[src/rtl/focpi_pkg.sv]
// shared types, constants and arithmetic helpers of the foc current loop
`timescale 1ns / 1ps
package focpi_pkg;

	localparam logic [2:0] REG_CURRENT_LIMIT   = 3'd0;
	localparam logic [2:0] REG_MAX_VOLTAGE_MOD = 3'd1;
	localparam logic [2:0] REG_PROP_GAIN       = 3'd2;
	localparam logic [2:0] REG_INTEG_GAIN      = 3'd3;
	localparam logic [2:0] REG_RAMP_RATE       = 3'd4;

	localparam logic [17:0] INV_SQRT3_Q16   = 18'd37837;
	localparam logic [18:0] CORDIC_GAIN_Q15 = 19'd19898;
	localparam logic [15:0] FILT_K_Q16      = 16'd6554;
	localparam logic [15:0] DECAY_Q16       = 16'd64881;
	localparam logic [20:0] RAMP_DIV        = 21'd2000000;
	localparam logic [19:0] INTEG_DIV       = 20'd1000000;

	typedef enum logic [1:0] {
		ALU_MUL,
		ALU_DIV,
		ALU_SQRT
	} alu_op_t;

	typedef struct packed {
		logic    start;
		alu_op_t op;
	} alu_ctl_t;

	typedef struct packed {
		logic busy;
		logic done;
	} unit_sts_t;

	typedef enum logic [5:0] {
		S_IDLE, S_CORD, S_IBT, S_CIA, S_SIBT, S_CIBT, S_SIA, S_IDSQ, S_IQSQ, S_LIM,
		S_RMUL, S_RDIV, S_RD, S_RQ, S_FD, S_FQ, S_ERR, S_PD, S_PQ, S_VDSQ, S_VQSQ,
		S_MM, S_CHK, S_SQRT, S_SDM, S_SDD, S_SQM, S_SQD, S_DECD, S_DECQ, S_KD,
		S_IDM, S_IDV, S_IQM, S_IQV, S_DONE
	} state_t;

	// arctangent of 2^-i in units of 1/65536 turn
	function automatic logic [13:0] atan_turn(input logic [3:0] idx);
		logic [13:0] v;
		case (idx)
			4'd0:    v = 14'd8192;
			4'd1:    v = 14'd4836;
			4'd2:    v = 14'd2555;
			4'd3:    v = 14'd1297;
			4'd4:    v = 14'd651;
			4'd5:    v = 14'd326;
			4'd6:    v = 14'd163;
			4'd7:    v = 14'd81;
			4'd8:    v = 14'd41;
			4'd9:    v = 14'd20;
			4'd10:   v = 14'd10;
			4'd11:   v = 14'd5;
			4'd12:   v = 14'd3;
			4'd13:   v = 14'd1;
			default: v = 14'd0;
		endcase
		return v;
	endfunction

	function automatic logic [63:0] abs64(input logic signed [63:0] v);
		logic [63:0] r;
		r = v < 0 ? $unsigned(-v) : $unsigned(v);
		return r;
	endfunction

	// shift right by k, rounding to nearest with ties away from zero
	function automatic logic signed [63:0] rround(input logic signed [63:0] n, input int k);
		logic [63:0] m;
		logic [63:0] q;
		m = abs64(n);
		q = (m + (64'd1 << (k - 1))) >> k;
		return n < 0 ? -$signed(q) : $signed(q);
	endfunction

	function automatic logic signed [31:0] sat32(input logic signed [63:0] v);
		logic signed [31:0] r;
		if (v > 64'sd2147483647) r = 32'sh7fffffff;
		else if (v < -64'sd2147483648) r = 32'sh80000000;
		else r = 32'(v);
		return r;
	endfunction

	function automatic logic signed [15:0] sat16(input logic signed [63:0] v);
		logic signed [15:0] r;
		if (v > 64'sd32767) r = 16'sh7fff;
		else if (v < -64'sd32768) r = 16'sh8000;
		else r = 16'(v);
		return r;
	endfunction

endpackage

[src/rtl/focpi_cordic.sv]
// rotation-mode cordic giving cos and sin of the rotor angle, one iteration per cycle
`timescale 1ns / 1ps
module focpi_cordic
	import focpi_pkg::*;
(
	input  logic               clk,
	input  logic               arst_n,
	input  logic               start,
	input  logic [15:0]        angle,
	output unit_sts_t          sts,
	output logic signed [18:0] cos_val,
	output logic signed [18:0] sin_val
);

	logic signed [18:0] x_q, y_q;
	logic signed [17:0] z_q;
	logic [3:0]         cnt_q;
	logic               flip_q, busy_q, done_q;
	logic               flip_n;
	logic [15:0]        fold;
	logic signed [18:0] dx, dy;
	logic signed [17:0] at;

	always_comb begin
		flip_n = (angle >= 16'd16384) && (angle < 16'd49152);
		fold = flip_n ? angle + 16'd32768 : angle;
		dx = y_q >>> cnt_q;
		dy = x_q >>> cnt_q;
		at = $signed({4'b0, atan_turn(cnt_q)});
	end

	always_ff @(posedge clk or negedge arst_n) begin
		if (!arst_n) begin
			busy_q <= 1'b0;
			done_q <= 1'b0;
			cnt_q <= '0;
			flip_q <= 1'b0;
			x_q <= '0;
			y_q <= '0;
			z_q <= '0;
		end else if (start) begin
			busy_q <= 1'b1;
			done_q <= 1'b0;
			cnt_q <= '0;
			flip_q <= flip_n;
			x_q <= $signed(CORDIC_GAIN_Q15);
			y_q <= '0;
			z_q <= 18'($signed(fold));
		end else if (busy_q) begin
			if (z_q >= 0) begin
				x_q <= x_q - dx;
				y_q <= y_q + dy;
				z_q <= z_q - at;
			end else begin
				x_q <= x_q + dx;
				y_q <= y_q - dy;
				z_q <= z_q + at;
			end
			cnt_q <= cnt_q + 4'd1;
			if (cnt_q == 4'd13) begin
				busy_q <= 1'b0;
				done_q <= 1'b1;
			end
		end else begin
			done_q <= 1'b0;
		end
	end

	assign cos_val = flip_q ? -x_q : x_q;
	assign sin_val = flip_q ? -y_q : y_q;
	assign sts = '{busy: busy_q, done: done_q};

endmodule

[config.mk]
export PLATFORM = sky130hd
export DESIGN_NAME = focpi_cordic
export DESIGN_NICKNAME = d
export VERILOG_FILES = /design/src/rtl/focpi_pkg.sv /design/src/rtl/focpi_cordic.sv
export SDC_FILE = /design/constraint.sdc
export NUM_CORES = 1
export LEC_CHECK = 0
export BUFFER_PORTS_ARGS = -buffer_cell sky130_fd_sc_hd__buf_4
export CORE_AREA = 2 2 123 125
export CTS_CLUSTER_SIZE = 16
export DETAILED_ROUTE_END_ITERATION = 12
export DIE_AREA = 0 0 125 127
export GPL_TIMING_DRIVEN = 0
export PLACE_DENSITY = 0.84
export SETUP_SLACK_MARGIN = 0.1
export SYNTH_ARGS = -nofsm -noshare
export SYNTH_HDL_FRONTEND = slang
export SYNTH_SLANG_ARGS = --single-unit
[constraint.sdc]
create_clock -name clk -period 9 [get_ports clk]
set_input_delay 0.9 -clock clk [delete_from_list [all_inputs] [get_ports clk]]
set_output_delay 0.9 -clock clk [all_outputs]
set_load 0.02 [all_outputs]
### Yosys cells after proc, flatten, opt, wreduce, memory -nomap -nowiden

Memories as Yosys holds them, arrays and structs flattened.
Cells that the tools add are included.

* flip-flop bits (word level): 63
* bits in latches: 0
* RAM bits: 0
* ROM bits: 224
* output and inout port bits: 40
* logic and storage cells: 47
* memories: 1

* add/sub/neg operators: 10
* multipliers: 0
* div/mod/pow operators: 0
* $lt $le $gt $ge: 3
* equality and inequality tests: 2
* shift operators: 2
* mux-type cells: 20
* bitwise gates (word level): 0
* reductions and logical operators: 2

Memories
* (no name shown): words 16, width 14, rd ports 1, clocked after Yosys merged registers in 0, wr ports 0, RTL line focpi_pkg.sv:44 `case (idx)`

Operator list (count)
* $mux 19: 8
* $mux 18: 3
* $add 19x19->19: 2
* $neg 19->19: 2
* $sshr 19x4->19: 2
* $sub 19x19->19: 2
* $add 18x15->18: 1
* $ge 18x1->1 const B: 1
* $sub 18x15->18: 1
* $add 16x16->16 const B: 1
* $ge 16x15->1 const B: 1
* $lt 16x16->1 const B: 1
* $mux 16: 1
* $mux 4: 2
* $mux 1: 6
* $add 4x1->4 const B: 1
* $eq 4x4->1 const B: 1
* $ne 3x2->1 const B: 1
* $reduce_bool 2->1: 1
* $logic_and 1x1->1: 1

### Logic depth before layout (Yosys ltp)

* word-level depth: 5
* mapped depth: 28

### Worst setup path before layout

Ideal clock, no wire load.

* path type: register to register
* from: register cnt_q[3]
* to: register x_q[18]
* data arrival time: 5215 ps
* data required time: 8873 ps
* path slack: 3658 ps
* cell stages (with the launch flop): 26
* cell sequence: dfrtp_1 -> buf_2 -> buf_2 -> buf_2 -> buf_2 -> buf_2 -> buf_2 -> buf_1 -> nand2_1 -> o21ai_0 -> ha_1 -> nand2_1 -> o22a_4 -> a2111oi_4 -> nand3_2 -> o21ai_0 -> xnor2_1 -> ha_1 -> a21o_1 -> a21o_1 -> a21oi_1 -> o21ai_0 -> and3_1 -> or3_1 -> mux2_1 -> mux2_1

* longest elaborated chain between the ends: 5

RTL lines
* start: declaration: RTL line focpi_cordic.sv:17 `logic [3:0] cnt_q;`
* start signal: assignment: RTL line focpi_cordic.sv:59 `cnt_q <= cnt_q + 4'd1;`
* $sshr 19x4->19 *: RTL line focpi_cordic.sv:27 `dx = y_q >>> cnt_q;`
* $add 19x19->19 / $sub 19x19->19 (equally long branches): RTL line focpi_cordic.sv:55, focpi_cordic.sv:51
* $mux 19 *: RTL line focpi_cordic.sv:50 `if (z_q >= 0) begin`
* $mux 19 *: RTL line focpi_cordic.sv:49 `end else if (busy_q) begin`
* $mux 19 *: RTL line focpi_cordic.sv:41 `end else if (start) begin`
* end signal: assignment: RTL line focpi_cordic.sv:46 `x_q <= $signed(CORDIC_GAIN_Q15);`
* end signal: assignment: RTL line focpi_cordic.sv:51 `x_q <= x_q - dx;`
* end signal: assignment: RTL line focpi_cordic.sv:55 `x_q <= x_q + dx;`
* end: declaration: RTL line focpi_cordic.sv:15 `logic signed [18:0] x_q, y_q;`

Every way passes the cells marked *; elsewhere a longest branch is shown, timed or not. The select of a mux whose other input is x is not followed.
A chain may end at the register's enable or synchronous reset.

### Final worst setup path

Ends and elaborated chain as after synthesis.

==> flow_metrics.py <==
metrics = {
    "status": {
        "outcome": "completed",
    },
    "drt": {
        "wire_per_inst_um": 25.5,
        "dr.first_iter.drc_count": 1251,
        "dr.pass1.iters": 8,
        "drtAntennaViolNets": 0,
        "viasPerCell": 7.22,
        "num_vias": 10200,
        "routed_wl_mm": 36.2,
        "drc": 0,
    },
    "yosys": {
        "synth_area_mm2": 0.00936,
        "yosys-top-cells-area": "dfrtp_1 17%, ha_1 8.8%, mux4_2 7.7%, xnor2_1 7.3%, mux2i_1 6.2%",
        "synth.most_common_cell": "nand2_1",
        "synthCells": 1158,
        "ys_seq_area_frac": 0.169,
        "synth.top_cell.area_share": 0.169,
        "synth-main-ff-cell": "dfrtp_1",
        "async_flop_share": 1.00,
        "syn_nets": 1246,
        "ys_ff_latch": 63,
        "synthDistinctLibCells": 78,
        "yosys_warnings": 0,
        "synth_area_leader_cell": "dfrtp_1",
        "avgSynthCellArea_um2": 8.08,
        "synth-edff-count": 0,
        "ys_top_cells_by_count": "113 x nand2_1, 94 x nor2_1, 78 x xnor2_1",
    },
    "critical_path": {
        "worst_ep_arrival_time_ns": 7.20,
        "cpMostUsedCell": "buf_2",
        "ff2ff_path_depth": 25,
        "endpoint_kind": "register",
        "crit_family": "buffers and inverters",
        "critical_path.slowest_cell": "buf_1",
        "cp-start-kind": "register",
        "critPathBufInv": 7,
        "worstSetupPathType": "register to register",
        "cp_num_cells": 25,
        "cp_max_fo": 10,
        "critPathMaxStageDelay_ns": 0.46,
        "required_ns": 9.23,
    },
    "min_path": {
        "worstHoldPathCells": 2,
        "hold_path_class": "register to register",
    },
    "sta": {
        "post-route-period-util": 0.775,
        "finalClockSkew_ns": 0.0125,
        "drv_slew": 0,
        "worst_pin_slew_ns": 1.10,
        "timing.slew.headroom": 0.269,
        "hold_viol": 0,
        "finalCriticalPeriod_ns": 6.98,
        "max_freq_mhz": 143,
        "rsz0062_at_grt": "false",
        "finalSetupTns_ns": 0,
        "setup_viol": 0,
        "holdWs_ns": 0.516,
    },
    "global_route": {
        "overflow": 0,
        "grt_pass1_vias": 9542,
        "grt_start_max_net_pins": 64,
        "grt_pass1_wl_mm": 54.3,
        "track_usage": 0.444,
        "antenna_found_initial": 2,
    },
    "clocking": {
        "cts_root_buffer": "clkbuf_16",
        "worstSkewPairLatency_ns": 0.36,
        "cts_buffers": 9,
        "htree_levels": 3,
        "cts.sinks": 63,
        "max-clock-path-buffers": 2,
        "cts_setup_buffers": 0,
        "ctsHoldBuffers": 0,
        "clk_pin_slew_ns": 0.06,
        "cts.repair.resized": 0,
        "cts_tree": "yes",
    },
    "power": {
        "power_density_mw_per_mm2": 493,
        "total_leakage_power_nw": 4.59,
        "ir_worst_vdd_mv": 0.265,
    },
    "floorplan": {
        "placementRows": 44,
        "ioPinCount": 59,
        "dieArea_mm2": 0.0159,
        "core_mm2": 0.0144,
        "start_util": 0.649,
        "die_h_um": 127,
        "die_w_um": 125,
    },
    "cells_and_area": {
        "syn_to_final_growth_pct": 10.6,
        "layout-drive-gt1-share": 0.135,
        "final_nets": 1315,
        "fill_cells": 1165,
    },
    "job": {
        "drv_cap": 0,
    },
    "placement": {
        "dp_hpwl_mm": 26.7,
        "gp_congestion": 1.10,
        "portBuffers": 58,
    },
}
[flip-flops by register name, indices dropped and copies added (netlist names)]
name	flops
done_q	1
flip_q	1
y_q	19
busy_q	1
x_q	19
cnt_q	4
z_q	18
[kinds of logic (layout without fill, tap and decap cells)]
group | count (synthesis) | after routing | synth area share
adders and majority gates | 69 | 69 | 0.0947
and+or+nand+nor | 350 | 350 | 0.177
buffers and inverters | 124 | 198 | 0.0572
muxes | 116 | 116 | 0.171
xor gates and xnor gates | 114 | 114 | 0.107
DFF | 63 | 63 | 0.169
AOI/OAI and AO/OA | 322 | 322 | 0.225
other | 0 | 2 | 0
[worst paths after layout]
path	startpoint	end	slack, ns
setup / recovery	cnt_q[3]	x_q[18]	2.02
hold / removal	done_q	done_q	0.52
setup reg to reg	cnt_q[3]	x_q[18]	2.02
hold reg to reg	done_q	done_q	0.52
max in group asynchronous	arst_n	z_q[8]	7.70
min in group asynchronous	arst_n	y_q[2]	0.68
[worst register-to-register path: stages (launching register included)]
cell and delay, ns:
dfrtp_1 0.31, buf_2 0.25, buf_2 0.33, buf_2 0.33
buf_2 0.36, buf_2 0.36, buf_2 0.34, buf_1 0.47
nand2_1 0.09, o21ai_0 0.25, ha_1 0.30, nand2_1 0.09
o22a_4 0.25, a2111oi_4 0.32, nand3_2 0.19, o21ai_0 0.28
xnor2_1 0.17, ha_1 0.31, a21o_1 0.19, a21o_1 0.19
a21oi_1 0.10, o21ai_0 0.13, and3_1 0.23, or3_1 0.35
mux2_1 0.32, mux2_1 0.34
[metrics by stage]
| step | power [mW] | instances | worst slack, ns | cell area, um2 | utilization |
|---|---|---|---|---|---|
| final | 5.10 | 1418 | 2.02 | 10300 | 0.718 |
| after global routing | 5.44 | 1416 | 1.84 | 10300 | 0.717 |
| after CTS | 4.96 | 1416 | 2.25 | 10300 | 0.717 |
| after detailed placement | 4.54 | 1400 | 2.26 | 10000 | 0.695 |
| after global placement | 4.40 | 1400 | 2.27 | 10000 | 0.695 |
| after floorplan | 3.57 | 1158 | 3.66 | 9360 | - |
[layout by cell type, fill, tap and decap left out, types with 14 or more instances in the layout]
cell      count
buf_2        17
a21oi_1      77
xor2_1       36
dfrtp_1      63
nand2b_1     17
a21o_1       25
nor2_1       94
o31ai_1      23
mux4_2       32
xnor2_1      78
or3_1        17
o21ai_0      75
nand3_1      20
ha_1         66
mux2i_1      58
clkbuf_1     56
nor2b_1      14
nor3_1       23
nand2_1     113
inv_1        26
o21a_1       14
mux2_2       17
buf_4        65
[metal layers]
| metal | routed length [um] | share of wire | vias up | GRT usage |
|---|---|---|---|---|
| li1 | - | - | 4362 | - |
| met1 | 13100 | 0.36 | 4900 | 0.549 |
| met2 | 16400 | 0.45 | 797 | 0.707 |
| met3 | 4460 | 0.12 | 180 | 0.126 |
| met4 | 2180 | 0.060 | 0 | 0.241 |
| met5 | 0 | 0 | - | 0 |
[layout make-up]
| type | instances | area [um2] | area share |
|---|---|---|---|
| Clock inverter | 5 | 81.3 | 0.00786 |
| Timing Repair Buffer | 58 | 435 | 0.0421 |
| Multi-Input combinational cell | 971 | 7240 | 0.700 |
| Buffer | 94 | 423 | 0.0409 |
| Sequential cell | 63 | 1580 | 0.152 |
| Tap cell | 184 | 230 | 0.0222 |
| Antenna cell | 2 | 5.00 | 0.000484 |
| Clock buffer | 11 | 243 | 0.0235 |
| Inverter | 30 | 113 | 0.0109 |
[report_power, final]
| group | total (mW) | switching (mW) | internal, mW |
|---|---|---|---|
| Sequential | 0.530 | 0.119 | 0.410 |
| Clock | 0.404 | 0.154 | 0.251 |
| Combinational | 4.17 | 2.39 | 1.78 |
| Total | 5.10 | 2.66 | 2.44 |
(Power assumes the default switching activity.)
