### config.mk
export PLATFORM = sky130hd
export DESIGN_NAME = focpi_alu
export DESIGN_NICKNAME = d
export VERILOG_FILES = /design/src/rtl/focpi_pkg.sv /design/src/rtl/focpi_alu.sv
export SDC_FILE = /design/constraint.sdc
export NUM_CORES = 1
export LEC_CHECK = 0
export BUFFER_PORTS_ARGS = -buffer_cell sky130_fd_sc_hd__buf_2
export CORE_MARGIN = 2
export CORE_UTILIZATION = 35
export CTS_BUF_LIST = sky130_fd_sc_hd__clkbuf_16
export CTS_CLUSTER_DIAMETER = 200
export DETAILED_ROUTE_END_ITERATION = 8
export PLACE_DENSITY = 0.59
export SLEW_MARGIN = 20
export SYNTH_ARGS = -nofsm -noshare
export SYNTH_HDL_FRONTEND = slang
export SYNTH_SLANG_ARGS = --single-unit
### constraint.sdc
create_clock -name clk -period 4.4 [get_ports clk]
set_clock_uncertainty 0.15 [all_clocks]
set_input_delay 0.88 -clock clk [delete_from_list [all_inputs] [get_ports clk]]
set_output_delay 0.88 -clock clk [all_outputs]
set_load 0.03 [all_outputs]
### src/rtl/focpi_pkg.sv
// shared types, constants and arithmetic helpers of the foc current loop
`timescale 1ns / 1ps
package focpi_pkg;

	localparam logic [2:0] REG_CURRENT_LIMIT   = 3'd0;
	localparam logic [2:0] REG_MAX_VOLTAGE_MOD = 3'd1;
	localparam logic [2:0] REG_PROP_GAIN       = 3'd2;
	localparam logic [2:0] REG_INTEG_GAIN      = 3'd3;
	localparam logic [2:0] REG_RAMP_RATE       = 3'd4;

	localparam logic [17:0] INV_SQRT3_Q16   = 18'd37837;
	localparam logic [18:0] CORDIC_GAIN_Q15 = 19'd19898;
	localparam logic [15:0] FILT_K_Q16      = 16'd6554;
	localparam logic [15:0] DECAY_Q16       = 16'd64881;
	localparam logic [20:0] RAMP_DIV        = 21'd2000000;
	localparam logic [19:0] INTEG_DIV       = 20'd1000000;

	typedef enum logic [1:0] {
		ALU_MUL,
		ALU_DIV,
		ALU_SQRT
	} alu_op_t;

	typedef struct packed {
		logic    start;
		alu_op_t op;
	} alu_ctl_t;

	typedef struct packed {
		logic busy;
		logic done;
	} unit_sts_t;

	typedef enum logic [5:0] {
		S_IDLE, S_CORD, S_IBT, S_CIA, S_SIBT, S_CIBT, S_SIA, S_IDSQ, S_IQSQ, S_LIM,
		S_RMUL, S_RDIV, S_RD, S_RQ, S_FD, S_FQ, S_ERR, S_PD, S_PQ, S_VDSQ, S_VQSQ,
		S_MM, S_CHK, S_SQRT, S_SDM, S_SDD, S_SQM, S_SQD, S_DECD, S_DECQ, S_KD,
		S_IDM, S_IDV, S_IQM, S_IQV, S_DONE
	} state_t;

	// arctangent of 2^-i in units of 1/65536 turn
	function automatic logic [13:0] atan_turn(input logic [3:0] idx);
		logic [13:0] v;
		case (idx)
			4'd0:    v = 14'd8192;
			4'd1:    v = 14'd4836;
			4'd2:    v = 14'd2555;
			4'd3:    v = 14'd1297;
			4'd4:    v = 14'd651;
			4'd5:    v = 14'd326;
			4'd6:    v = 14'd163;
			4'd7:    v = 14'd81;
			4'd8:    v = 14'd41;
			4'd9:    v = 14'd20;
			4'd10:   v = 14'd10;
			4'd11:   v = 14'd5;
			4'd12:   v = 14'd3;
			4'd13:   v = 14'd1;
			default: v = 14'd0;
		endcase
		return v;
	endfunction

	function automatic logic [63:0] abs64(input logic signed [63:0] v);
		logic [63:0] r;
		r = v < 0 ? $unsigned(-v) : $unsigned(v);
		return r;
	endfunction

	// shift right by k, rounding to nearest with ties away from zero
	function automatic logic signed [63:0] rround(input logic signed [63:0] n, input int k);
		logic [63:0] m;
		logic [63:0] q;
		m = abs64(n);
		q = (m + (64'd1 << (k - 1))) >> k;
		return n < 0 ? -$signed(q) : $signed(q);
	endfunction

	function automatic logic signed [31:0] sat32(input logic signed [63:0] v);
		logic signed [31:0] r;
		if (v > 64'sd2147483647) r = 32'sh7fffffff;
		else if (v < -64'sd2147483648) r = 32'sh80000000;
		else r = 32'(v);
		return r;
	endfunction

	function automatic logic signed [15:0] sat16(input logic signed [63:0] v);
		logic signed [15:0] r;
		if (v > 64'sd32767) r = 16'sh7fff;
		else if (v < -64'sd32768) r = 16'sh8000;
		else r = 16'(v);
		return r;
	endfunction

endpackage

### src/rtl/focpi_alu.sv
// shared bit-serial unit: shift-add multiply, restoring divide, digit-by-digit square root
`timescale 1ns / 1ps
module focpi_alu
	import focpi_pkg::*;
(
	input  logic        clk,
	input  logic        arst_n,
	input  alu_ctl_t    ctl,
	input  logic [63:0] a,
	input  logic [63:0] b,
	output unit_sts_t   sts,
	output logic [63:0] res
);

	alu_op_t     op_q;
	logic [63:0] a_q, b_q, acc_q;
	logic [5:0]  cnt_q;
	logic        busy_q, done_q;
	logic [33:0] div_sh;
	logic [35:0] sq_sh, sq_trial;

	always_comb begin
		div_sh = {acc_q[32:0], a_q[63]};
		sq_sh = {acc_q[33:0], a_q[63:62]};
		sq_trial = {2'b0, b_q[31:0], 2'b01};
	end

	always_ff @(posedge clk or negedge arst_n) begin
		if (!arst_n) begin
			busy_q <= 1'b0;
			done_q <= 1'b0;
			op_q <= ALU_MUL;
			cnt_q <= '0;
			a_q <= '0;
			b_q <= '0;
			acc_q <= '0;
		end else if (ctl.start) begin
			busy_q <= 1'b1;
			done_q <= 1'b0;
			op_q <= ctl.op;
			cnt_q <= '0;
			a_q <= a;
			b_q <= (ctl.op == ALU_SQRT) ? 64'd0 : b;
			acc_q <= '0;
		end else if (busy_q) begin
			case (op_q)
				ALU_MUL: begin
					if (b_q == 64'd0) begin
						busy_q <= 1'b0;
						done_q <= 1'b1;
					end else begin
						if (b_q[0]) acc_q <= acc_q + a_q;
						a_q <= a_q << 1;
						b_q <= b_q >> 1;
					end
				end
				ALU_DIV: begin
					if (div_sh >= {2'b0, b_q[31:0]}) begin
						acc_q <= 64'(div_sh - {2'b0, b_q[31:0]});
						a_q <= {a_q[62:0], 1'b1};
					end else begin
						acc_q <= 64'(div_sh);
						a_q <= {a_q[62:0], 1'b0};
					end
					cnt_q <= cnt_q + 6'd1;
					if (cnt_q == 6'd63) begin
						busy_q <= 1'b0;
						done_q <= 1'b1;
					end
				end
				ALU_SQRT: begin
					if (sq_sh >= sq_trial) begin
						acc_q <= 64'(sq_sh - sq_trial);
						b_q <= {b_q[62:0], 1'b1};
					end else begin
						acc_q <= 64'(sq_sh);
						b_q <= {b_q[62:0], 1'b0};
					end
					a_q <= a_q << 2;
					cnt_q <= cnt_q + 6'd1;
					if (cnt_q == 6'd31) begin
						busy_q <= 1'b0;
						done_q <= 1'b1;
					end
				end
				default: begin
					busy_q <= 1'b0;
					done_q <= 1'b1;
				end
			endcase
		end else begin
			done_q <= 1'b0;
		end
	end

	always_comb begin
		case (op_q)
			ALU_MUL:  res = acc_q;
			ALU_DIV:  res = a_q;
			ALU_SQRT: res = {32'b0, b_q[31:0]};
			default:  res = acc_q;
		endcase
	end

	assign sts = '{busy: busy_q, done: done_q};

endmodule

**Yosys cells after proc, flatten, opt, wreduce, memory -nomap -nowiden**

Index checks and enable logic that the tools add are counted.

- Multiplexer cells: 34
- Shifts and indexed selects: 0
- $mul: 0
- Equal/unequal tests: 10
- Magnitude comparators: 2
- Bitwise logic cells: 0
- Reductions and logical operators: 12
- Div/mod/pow operators: 0
- $add $sub $neg: 4

Operators with widths:

| operator | count |
|---|---|
| 64-bit 2-to-1 mux | 13 |
| 64-bit one-hot mux with 3 select lines | 2 |
| 64-bit one-hot mux with 2 select lines | 2 |
| 64-bit adder | 1 |
| 64-bit zero test | 1 |
| 36-bit by 34-bit subtractor with 37-bit output | 1 |
| 36-bit by 34-bit greater-or-equal comparator with 1-bit output | 1 |
| 34-bit by 32-bit subtractor with 35-bit output | 1 |
| 34-bit by 32-bit greater-or-equal comparator with 1-bit output | 1 |
| 6-bit 2-to-1 mux | 3 |
| 1-bit 2-to-1 mux | 12 |
| 4-bit inequality test, second input constant | 3 |
| 3-bit AND reduction | 3 |
| 6-bit by 1-bit adder with 6-bit output, second input constant | 1 |
| 6-bit by 5-bit == test with 1-bit output, second input constant | 1 |
| 6-bit == test, second input constant | 1 |
| 3-bit inequality test, second input constant | 2 |
| 1-bit one-hot mux with 3 select lines | 2 |
| 2-bit == test, second input constant | 2 |
| 4-bit AND reduction | 1 |
| 2-bit nonzero test | 2 |
| 4-bit nonzero test | 1 |
| 3-bit nonzero test | 1 |
| 2-bit by 1-bit == test with 1-bit output, second input constant | 1 |
| 3 further kinds | 3 |

- RAM bits: 0
- Bits in latches: 0
- Memories: 0
- Word-level logic and storage cells: 69
- Input bits: 133
- Flip-flop bits (word level): 202
- ROM bits: 0

**Logic depth before layout (Yosys ltp)**

- Depth in word-level cells: 6
- Gate-level depth with buffers: 15
- Gate-level depth less buffers: 14

**Least setup slack after synthesis**

Ideal clock, no wire load.

- Kind: reg-to-reg
- Start point: register b_q[14]
- End point: register acc_q[22]
- Required time: 4111 ps
- Path buffers: 2
- Data arrival time: 3075 ps
- Setup time: 139 ps
- Path slack: 1036 ps
- Cell stages (with the launch flop): 15
- Cell sequence: dfrtp_1 > inv_1 > ha_1 > clkbuf_1 > inv_1 > o311ai_1 > a21boi_1 > o21a_1 > o21ai_2 > a211o_1 > nand2_2 > buf_2 > mux2_1 > a221oi_1 > a22oi_1

- Cells in the longest elaborated chain, start to end: 5

Ends and longest elaborated chain:

| what | line | RTL |
|---|---|---|
| start: declaration | focpi_alu.sv:16 | `logic [63:0] a_q, b_q, acc_q;` |
| start signal: assignment | focpi_alu.sv:43 | `b_q <= (ctl.op == ALU_SQRT) ? 64'd0 : b;` |
| start signal: assignment | focpi_alu.sv:54 | `b_q <= b_q >> 1;` |
| start signal: assignment | focpi_alu.sv:74 | `b_q <= {b_q[62:0], 1'b1};` |
| 36-bit by 34-bit subtractor with 37-bit output (tied with other cells) | focpi_alu.sv:73 | `acc_q <= 64'(sq_sh - sq_trial);` |
| 64-bit 2-to-1 mux, on equally long branches | focpi_alu.sv:72, focpi_alu.sv:58 |  |
| 64-bit one-hot mux with 3 select lines | focpi_alu.sv:46 | `case (op_q)` |
| 64-bit 2-to-1 mux | focpi_alu.sv:45 | `end else if (busy_q) begin` |
| 64-bit 2-to-1 mux | focpi_alu.sv:37 | `end else if (ctl.start) begin` |
| end signal: assignment | focpi_alu.sv:52 | `if (b_q[0]) acc_q <= acc_q + a_q;` |
| end signal: assignment | focpi_alu.sv:73 |  |
| end signal: assignment | focpi_alu.sv:76 | `acc_q <= 64'(sq_sh);` |
| end: declaration | focpi_alu.sv:16 |  |

Several ways; a longest one is shown, not always the timed one. The select of a mux whose other input is x is not followed.
A chain may end at the register's enable or synchronous reset.

**Worst setup path in the final report**

- Start point: register b_q[28]
- End point: register acc_q[49]

Same word-level chain as after synthesis.

==> impl_metrics.yaml <==
outcome:
  run_status: "complete, no violations"
yosys:
  syn-num-nets: 2851
  synth_flop_cell: "dfrtp_1"
  ys_seq_elements: 202
  yosysWarnings: 0
  yosysSeqAreaShare_pct: 25.54
  synth_area_per_cell_sq_um: 7.664
  netlist_area_sq_mm: 0.01979
  yosysUniqueCellTypes: 92
  synthCells: 2582
  async_reset_ff_share_pct: 100.0
  synth_edf_count: 0
worst_setup_path:
  worstReg2RegStart: "b_q[28]$_DFFE_PN0P_"
  r2r_cells: 13
  cp.arrival_ps: 4460
  r2r-end: "acc_q[49]$_DFFE_PN0P_"
  crit_type: "flip-flop to flip-flop"
  setup.worst_path.start: "b_q[28]$_DFFE_PN0P_"
  start_kind: "flip-flop"
  end_kind: "flip-flop"
  worstPathRequired_ps: 4740
  cp_max_fo: 13
  reg2reg_slack_ps: 280
  cp-endpoint: "acc_q[49]$_DFFE_PN0P_"
layout:
  finalInstanceArea_sq_mm: 0.02305
  nets: 3030
  diodes: 0
  layout_commonest_cell: "a21oi_1"
  final_cell_mix: "329 x a21oi_1, 258 x o21ai_0, 257 x nor2_1, 241 x nand2_1, 202 x dfrtp_1"
  nFillCells: 5852
  syn2layout_area_growth_pct: 16.48
  seqCellArea_sq_mm: 0.005055
  drive_above_1_share_pct: 15.25
  fin_util_pct: 41.04
  multi_input_area_sq_mm: 0.01382
floorplanning:
  io_pins: 199
  die_h_um: 241.8
  initial_utilization_pct: 35.23
  row_count: 87
  core_sq_mm: 0.05617
  die-area_sq_mm: 0.05846
  die_x_um: 241.8
placement:
  hpwl_um: 63910
  io_buffers: 198
  post_dp_cell_area_sq_mm: 0.02218
  gp_congestion: 1.006
clock_tree:
  cts_setup_buffers: 0
  clk_pin_slew_ps: 70
  clock-root-buffer: "clkbuf_16"
  clock_sinks: 202
  cts_max_level: 1
  cts_buffer_depth: 3
  numCtsBuffers: 27
  cts_tree: "built"
  clk_latency_ps: 590
power:
  leakagePower_nw: 10.49
  finalPower_mw: 11.46
  ir_drop_mv: 0.2953
  p_per_area_mw_per_mm2: 497.3
flow_run:
  drv_cap: 0
drt:
  ant_nets: 0
  first_pass_iters: 8
  avgViaCountPerCell: 6.034
  drc: 0
  wl_per_cell_um: 23.69
  vias: 21337
  wl_um: 83770
  drt_iter0_markers: 1870
grt:
  grt_pass1_vias: 21085
  grtUsageTotal_pct: 27.75
  gr-total-overflow: 0
  grt_pass1_wl_um: 128600
  antenna_found_initial: 4
  grt_max_degree: 107
sta:
  min_period_ps: 4121
  tns_ps: 0
  fmax_ghz: 0.2426
  tightest_slew_ps: 801.5
  finalHoldViolCount: 0
  period_share_pct: 93.66
  slew_viol_final: 0
  setup-violations-final: 0
  rsz0062_at_grt: "no"
  slew_headroom_pct: 46.57
hold_path:
  hold_class: "primary input to async pin"
## kinds of logic (layout without fill, tap and decap cells)
kind of cell	Yosys count	count (layout)	synth area share, %
compound gates	1057	1057	34.40
xor+xnor	114	114	5.045
fa+ha+maj	136	136	8.675
buf+inv	259	457	5.090
flops	202	202	25.54
mux	92	92	4.723
simple gates	722	722	16.52
## layer usage
| layer | share of wire, % | GRT usage, % | up-vias |
|---|---|---|---|
| met5 | 0.030 | 0 | - |
| li1 | - | - | 9967 |
| met2 | 44 | 43.83 | 847 |
| met4 | 4.5 | 11.27 | 6 |
| met1 | 44 | 37.54 | 10319 |
| met3 | 7.3 | 4.750 | 198 |
## stage by stage
| stage | setup slack, ps | hold slack, ps | instances |
|---|---|---|---|
| after floorplan | 1036 | 315.0 | 2582 |
| after global placement | 391.4 | 328.9 | 3488 |
| after detailed placement | 340.8 | 350.1 | 3488 |
| after CTS | 286.8 | 197.8 | 3536 |
| after global routing | 19.92 | 232.2 | 3536 |
| final | 278.7 | 184.1 | 3536 |
## registers in the layout, summed over array words and instances (netlist names)
register and cells:
busy_q 1, cnt_q 6, b_q 64, a_q 64, op_q 2, acc_q 64, done_q 1
## cell usage after synthesis, types with 15 or more instances
cell,count,area (sq um)
ha_1,134,1677
a21oi_1,332,1662
o21ai_0,258,1291
a22oi_1,47,352.8
dfrtp_1,202,5055
and2_1,17,106.4
o21ai_1,21,105.1
nor3_1,16,80.08
xor2_1,41,359.1
a21o_1,69,518.0
inv_1,84,315.3
nor4_1,24,150.1
o31ai_1,15,112.6
mux2i_1,81,810.8
buf_1,17,63.81
a31oi_1,21,131.4
a221o_1,67,670.6
clkbuf_1,140,525.5
o21bai_1,19,142.6
o21a_1,18,135.1
a211oi_1,19,142.6
xnor2_1,73,639.4
o211ai_1,16,120.1
a221oi_1,16,140.1
a22o_1,29,254.0
nand2_1,243,912.1
nand4_1,36,225.2
nand3_1,45,225.2
nor2_1,259,972.2
## critical path, cell delays in order (launching register included)
cell and delay [ps]:
dfrtp_1 590, inv_1 130, ha_1 390, nand4_2 160, nor4b_4 480, nand4_1 190, o21ai_1 240, a211oi_4 120
a2111o_1 380, or4_4 530, a21oi_2 150, buf_4 220, nand2_1 140, o211ai_1 130
## power breakdown
group,leakage (nW),total [mW],switching (mW),internal (mW)
registers,2.53,2.80,0.582,2.22
logic,7.52,6.43,4.04,2.39
clock network,0.442,2.23,0.944,1.29
total,10.5,11.5,5.56,5.90
## worst min path at each step
| stage | start | endpoint | slack, ps | cells after the start |
|---|---|---|---|---|
| 3_3_place_gp | done_q$_DFFE_PN0P_ | done_q$_DFFE_PN0P_ | 330 | 1 |
| 5_1_grt | arst_n | a_q[46]$_DFFE_PN0P_ | 230 | 1 |
| 2_1_floorplan | done_q$_DFFE_PN0P_ | done_q$_DFFE_PN0P_ | 310 | 1 |
| 3_5_place_dp | acc_q[43]$_DFFE_PN0P_ | acc_q[43]$_DFFE_PN0P_ | 350 | 2 |
| 4_1_cts | arst_n | a_q[44]$_DFFE_PN0P_ | 200 | 1 |
| 6_report | arst_n | a_q[45]$_DFFE_PN0P_ | 180 | 1 |
## area by class of cell
cell class | instances | share of cell area (%)
multi-input cells | 2121 | 59.96
clock buffers | 27 | 2.931
inverters | 85 | 1.384
repair buffers | 324 | 8.886
flip-flops and latches | 202 | 21.93
well taps | 756 | 4.104
clock inverters | 21 | 0.8088
## timing repair
item | in CTS | in global routing
setup endpoints to repair | 0 | 1
resized for setup | 0 | 1
hold buffers | 0 | 0
(Power assumes the default switching activity.)
